### src/sv/ctm_pkg.sv
package ctm_pkg;

    localparam int BITMAP_WORDS = 32768;
    localparam int STACK_DEPTH  = 32;
    localparam int VALUE_BITS   = 40;

    localparam int WORD_BITS  = 32;
    localparam int BIT_AW     = 5;
    localparam int WIDX_BITS  = 15;
    localparam int CFG_AW     = 8;
    localparam int STEP_SHIFT = 2;

    localparam int BM_AW  = (BITMAP_WORDS > 1) ? $clog2(BITMAP_WORDS) : 1;
    localparam int STK_AW = $clog2(STACK_DEPTH);

    localparam longint HIGH_RESET = 64'd1048575;

    localparam logic [CFG_AW-1:0] CFG_RANGE_LOW  = 8'd0;
    localparam logic [CFG_AW-1:0] CFG_RANGE_HIGH = 8'd1;

    typedef enum logic [1:0] {
        CMD_SEARCH = 2'd0,
        CMD_MARK   = 2'd1,
        CMD_READ   = 2'd2,
        CMD_NONE   = 2'd3
    } t_cmd;

    typedef enum logic [1:0] {
        KIND_SEARCH = 2'd0,
        KIND_MARK   = 2'd1,
        KIND_READ   = 2'd2
    } t_kind;

    typedef struct packed {
        t_cmd                  cmd;
        logic [VALUE_BITS-1:0] first_den;
        logic [VALUE_BITS-1:0] second_den;
        logic                  vary_second;
        logic [WIDX_BITS-1:0]  word_index;
    } t_in_beat;

    typedef struct packed {
        t_kind                done_kind;
        logic [WORD_BITS-1:0] word_data;
    } t_out_beat;

    typedef enum logic [3:0] {
        ST_CLEAR,
        ST_IDLE,
        ST_SEED,
        ST_SEED1,
        ST_MCALC,
        ST_MRD,
        ST_MWR,
        ST_STEP,
        ST_POP,
        ST_READ,
        ST_RDATA,
        ST_FIN
    } t_state;

    typedef struct packed {
        logic cap_item;
        logic clr_wr;
        logic seed0;
        logic seed1;
        logic mark_calc;
        logic mark_wr;
        logic step;
        logic pop_load;
        logic rd_capture;
        logic out_load;
    } t_dp_cmd;

    typedef struct packed {
        t_cmd item_cmd;
        logic seed_big;
        logic cut;
        logic pop_more;
        logic clr_last;
        logic out_free;
    } t_dp_sts;

endpackage

### src/sv/ctm_ctrl.sv
module ctm_ctrl (
    input  logic             i_clk,
    input  logic             i_rst_n,
    input  logic             i_in_valid,
    input  ctm_pkg::t_cmd    i_in_cmd,
    input  ctm_pkg::t_dp_sts i_sts,
    output logic             o_busy,
    output ctm_pkg::t_dp_cmd o_cmd
);

    ctm_pkg::t_state r_state;
    ctm_pkg::t_state n_state;
    logic            accept;

    assign accept = i_in_valid && (r_state == ctm_pkg::ST_IDLE);

    always_ff @(posedge i_clk) begin
        if (!i_rst_n) begin
            r_state <= ctm_pkg::ST_CLEAR;
        end else begin
            r_state <= n_state;
        end
    end

    always_comb begin
        n_state = r_state;
        unique case (r_state)
            ctm_pkg::ST_CLEAR: begin
                if (i_sts.clr_last) begin
                    n_state = ctm_pkg::ST_IDLE;
                end
            end
            ctm_pkg::ST_IDLE: begin
                if (accept) begin
                    unique case (i_in_cmd)
                        ctm_pkg::CMD_SEARCH: n_state = ctm_pkg::ST_SEED;
                        ctm_pkg::CMD_MARK:   n_state = ctm_pkg::ST_MCALC;
                        ctm_pkg::CMD_READ:   n_state = ctm_pkg::ST_READ;
                        ctm_pkg::CMD_NONE:   n_state = ctm_pkg::ST_IDLE;
                    endcase
                end
            end
            ctm_pkg::ST_SEED: begin
                n_state = i_sts.seed_big ? ctm_pkg::ST_FIN : ctm_pkg::ST_SEED1;
            end
            ctm_pkg::ST_SEED1: n_state = ctm_pkg::ST_MCALC;
            ctm_pkg::ST_MCALC: n_state = ctm_pkg::ST_MRD;
            ctm_pkg::ST_MRD:   n_state = ctm_pkg::ST_MWR;
            ctm_pkg::ST_MWR: begin
                n_state = (i_sts.item_cmd == ctm_pkg::CMD_MARK) ? ctm_pkg::ST_FIN
                                                                : ctm_pkg::ST_STEP;
            end
            ctm_pkg::ST_STEP: begin
                if (!i_sts.cut) begin
                    n_state = ctm_pkg::ST_MCALC;
                end else if (i_sts.pop_more) begin
                    n_state = ctm_pkg::ST_POP;
                end else begin
                    n_state = ctm_pkg::ST_FIN;
                end
            end
            ctm_pkg::ST_POP:   n_state = ctm_pkg::ST_STEP;
            ctm_pkg::ST_READ:  n_state = ctm_pkg::ST_RDATA;
            ctm_pkg::ST_RDATA: n_state = ctm_pkg::ST_FIN;
            ctm_pkg::ST_FIN: begin
                if (i_sts.out_free) begin
                    n_state = ctm_pkg::ST_IDLE;
                end
            end
            default: n_state = ctm_pkg::ST_IDLE;
        endcase
    end

    always_comb begin
        o_cmd  = '0;
        o_busy = (r_state != ctm_pkg::ST_IDLE);
        unique case (r_state)
            ctm_pkg::ST_CLEAR: o_cmd.clr_wr     = 1'b1;
            ctm_pkg::ST_IDLE:  o_cmd.cap_item   = accept;
            ctm_pkg::ST_SEED:  o_cmd.seed0      = !i_sts.seed_big;
            ctm_pkg::ST_SEED1: o_cmd.seed1      = 1'b1;
            ctm_pkg::ST_MCALC: o_cmd.mark_calc  = 1'b1;
            ctm_pkg::ST_MRD:   o_cmd            = '0;
            ctm_pkg::ST_MWR:   o_cmd.mark_wr    = 1'b1;
            ctm_pkg::ST_STEP:  o_cmd.step       = 1'b1;
            ctm_pkg::ST_POP:   o_cmd.pop_load   = 1'b1;
            ctm_pkg::ST_READ:  o_cmd            = '0;
            ctm_pkg::ST_RDATA: o_cmd.rd_capture = 1'b1;
            ctm_pkg::ST_FIN:   o_cmd.out_load   = i_sts.out_free;
            default:           o_cmd            = '0;
        endcase
    end

endmodule

### config.mk
export PLATFORM = sky130hd
export DESIGN_NAME = ctm_ctrl
export DESIGN_NICKNAME = d
export VERILOG_FILES = /design/src/sv/ctm_pkg.sv /design/src/sv/ctm_ctrl.sv
export SDC_FILE = /design/constraint.sdc
export NUM_CORES = 1
export LEC_CHECK = 0
export BUFFER_PORTS_ARGS = -buffer_cell sky130_fd_sc_hd__buf_4
export CAP_MARGIN = 20
export CORE_AREA = 5 5 42 44
export CTS_CLUSTER_DIAMETER = 200
export DETAILED_ROUTE_END_ITERATION = 6
export DIE_AREA = 0 0 47 49
export PLACE_DENSITY_LB_ADDON = 0.05
export RECOVER_POWER = 50
export SLEW_MARGIN = 20
export SYNTH_ARGS = -nofsm -noshare
export SYNTH_HDL_FRONTEND = slang
export SYNTH_SLANG_ARGS = --single-unit
### constraint.sdc
create_clock -name i_clk -period 1.48 [get_ports i_clk]
set_clock_uncertainty 0.15 [all_clocks]
set_input_delay 0.074 -clock i_clk [delete_from_list [all_inputs] [get_ports i_clk]]
set_output_delay 0.074 -clock i_clk [all_outputs]
set_load 0.05 [all_outputs]
==> metrics.yaml <==
synthesis:
  syn-cell-area_sq_um: 460
  postSynthAreaPerCell_sq_um: 7.31
  mappedNetlistNets: 75
  postSynthCellCount: 63
  most_common_flop_cell_mapped_by_yosys: "sky130_fd_sc_hd__dfxtp_1"
  async_flop_share_pct: 0
  synth-edff-count: 0
  ys_seq_elements: 4
  ys.warnings.count: 0
  ys_types: 28
  seq_area_frac_synth_pct: 17.4
outcome:
  run_status: "finished, violations left"
  violations: "negative setup slack"
cts:
  h_tree_level_count: 1
  cts-root-to-sink-buffers: 2
  cts_buf_count: 3
  clkLatencyLatePin_ns: 0.24
  cts_tree: "yes"
  cts_root_buffer: "sky130_fd_sc_hd__clkbuf_4"
  cts.clk_slew.worst_paths_ns: 0.03
  tritoncts_num_sinks: 4
placement:
  dp_hpwl_mm: 1.33
  routability_congestion: 0.882
  io_buffer_count: 22
  dpl.cell_count: 117
routing:
  postRouteWirelength_mm: 1.69
  total_number_of_vias: 675
  detailedRoute.firstIterationViolations: 14
  detail_route.first_pass.iterations: 4
  detail_route.drc_violations: 0
  avgRoutedWirePerCell_microns: 13.2
  vias_per_cell: 5.27
  final_antenna_net_count: 0
final_layout:
  top_library_cells_by_usage_in_the_layout_fill_and_taps_aside: "31 x sky130_fd_sc_hd__buf_4, 12 x sky130_fd_sc_hd__buf_6, 5 x sky130_fd_sc_hd__inv_1"
  n_fill_cell: 116
  largest_register_ff_count: 4
  areaGrowthSynthToFinish_pct: 132
  multiInputGateArea_sq_um: 449
  layout.area.seq_sq_um: 92.6
  largestRegisters: "r_state (4)"
  antenna-diode-count: 0
  most_common_cell_after_layout_fill_and_taps_aside: "sky130_fd_sc_hd__buf_4"
  top_register: "r_state"
  drive_above_1_share_pct: 66.1
  finish.cell_count_without_fillers: 128
  layout.nets: 126
power:
  power.sequential.fraction_pct: 24.5
  total_leakage_power_nw: 0.462
  comb_power_share_pct: 47.0
  pwr-share-clk_pct: 28.5
  powerDensity_nw_per_um2: 453
  vdd_ir_drop_max_v: 0.000532
  internal-power_mw: 0.318
  power.switching_fraction_pct: 34.4
  total_switching_power_mw: 0.167
critical_path:
  required_time_of_the_critical_path_ns: 1.26
  critPathMaxFanout: 7
  arrival_time_of_data_at_the_critical_path_endpoint_ns: 1.35
  cp-end-kind: "primary output"
  setup.worst_path.start_class: "flip-flop"
  timing.reg2reg.setup_slack_ns: -0.06
  criticalPathCategory: "flip-flop to primary output"
timing:
  fmax_mhz: 634
  drv_slew: 0
  maxSlewHeadroom_pct: 74.3
  setup_viol: 8
  period_minus_slack_ns: 1.58
  rsz0062_at_grt: "yes"
  finalWorstSetupSlack_ns: -0.0967
  worst_slew_pin_slew_ns: 0.381
  finalCritPeriodShare_pct: 107
  timing.hold.ws_ns: 0.0440
  hold_vio_cnt_final: 0
floorplanning:
  fp.dieH_microns: 49
  start_util_pct: 32.9
  io_pins: 23
  floorplan.die_area_sq_um: 2300
  rows: 14
  core_box_area_sq_um: 1400
  die_w_microns: 47
global_routing:
  number_of_global_route_vias_before_repair: 718
  globalRouteOverflowTotal: 0
  grt_max_degree: 11
  grt_antenna_before_repair: 0
  global_route.usage.total_pct: 16.7
  grt_pass1_wl_mm: 2.97
worst_hold_path:
  hp-class: "input port to flip-flop"
run:
  maxCapViolCount: 0
==> final cells by class <==
class	count	share of cell area (%)
repair buffers	50	43.3
multi-input cells	49	42.0
flip-flops and latches	4	8.65
clock buffers	3	2.11
inverters	6	2.11
well taps	16	1.87
==> stage by stage <==
step / area (sq um) / setup TNS, ns / utilization (%) / power (mW) / setup slack (ns)
3_5_place_dp: 843 / -0.129 / 60.2 / 0.314 / -0.101
2_1_floorplan: 531 / -0.276 / - / 0.235 / -0.206
3_3_place_gp: 843 / -0.0715 / 60.2 / 0.314 / -0.0692
6_report: 1070 / -0.320 / 76.3 / 0.485 / -0.0967
5_1_grt: 1070 / -1.08 / 76.3 / 0.517 / -0.128
4_1_cts: 1050 / -0.496 / 74.9 / 0.493 / -0.0987
==> synthesized netlist by cell type, types with 2 or more instances <==
master                     instances  area, sq um
sky130_fd_sc_hd__inv_1             6         22.5
sky130_fd_sc_hd__nand2b_1          6         37.5
sky130_fd_sc_hd__nor2_1            5         18.8
sky130_fd_sc_hd__a21oi_1           4         20.0
sky130_fd_sc_hd__a31oi_1           4         25.0
sky130_fd_sc_hd__buf_2             4         20.0
sky130_fd_sc_hd__dfxtp_1           4         80.1
sky130_fd_sc_hd__nand2_1           4         15.0
sky130_fd_sc_hd__nor3_1            3         15.0
sky130_fd_sc_hd__a32oi_1           2         17.5
sky130_fd_sc_hd__nor4_1            2         12.5
sky130_fd_sc_hd__o21ai_0           2         10.0
sky130_fd_sc_hd__o21bai_1          2         15.0
==> cells by family (layout without fill, tap and decap cells) <==
family / count (synthesis) / after routing / synth area share [%]
AO/OA/AOI/OAI: 22 / 22 / 37.5
AND/OR/NAND/NOR: 27 / 27 / 35.9
flip-flops: 4 / 4 / 17.4
buffers and inverters: 10 / 59 / 9.24
==> critical path: stages, from the launching register on <==
cell                      delay (ns)
sky130_fd_sc_hd__dfxtp_4        0.35
sky130_fd_sc_hd__or4b_4         0.55
sky130_fd_sc_hd__inv_2          0.08
sky130_fd_sc_hd__buf_8          0.14
==> final timing paths <==
kind                end  cells past startpoint       start
max            o_cmd[2]                      3  r_state[0]
min          r_state[1]                      4    i_sts[0]
max reg2reg  r_state[0]                      4  r_state[0]
min reg2reg  r_state[3]                      3  r_state[0]
==> repair_timing <==
action                                  CTS  global route
setup buffers                             5             0
endpoints found under the setup margin   15            15
hold endpoints to repair                  3             0
hold buffers                              3             0
pin swaps                                 4             1
gates resized for setup                  31             5
==> metal layers <==
metal	up-vias	global-route usage, %	routed length (microns)
met1	309	20.8	687
met5	-	0	0
li1	336	-	-
met4	0	1.84	10
met3	2	4.80	111
met2	28	28.5	883
==> power by group through the flow <==
stage	registers, mW	clock network, mW	logic (mW)
floorplan	0.119	0	0.116
global placement	0.121	0	0.193
detailed placement	0.122	0	0.192
CTS	0.120	0.146	0.227
global route	0.120	0.152	0.244
finish	0.119	0.138	0.228
Note: power is estimated with default switching activity, not from simulation.
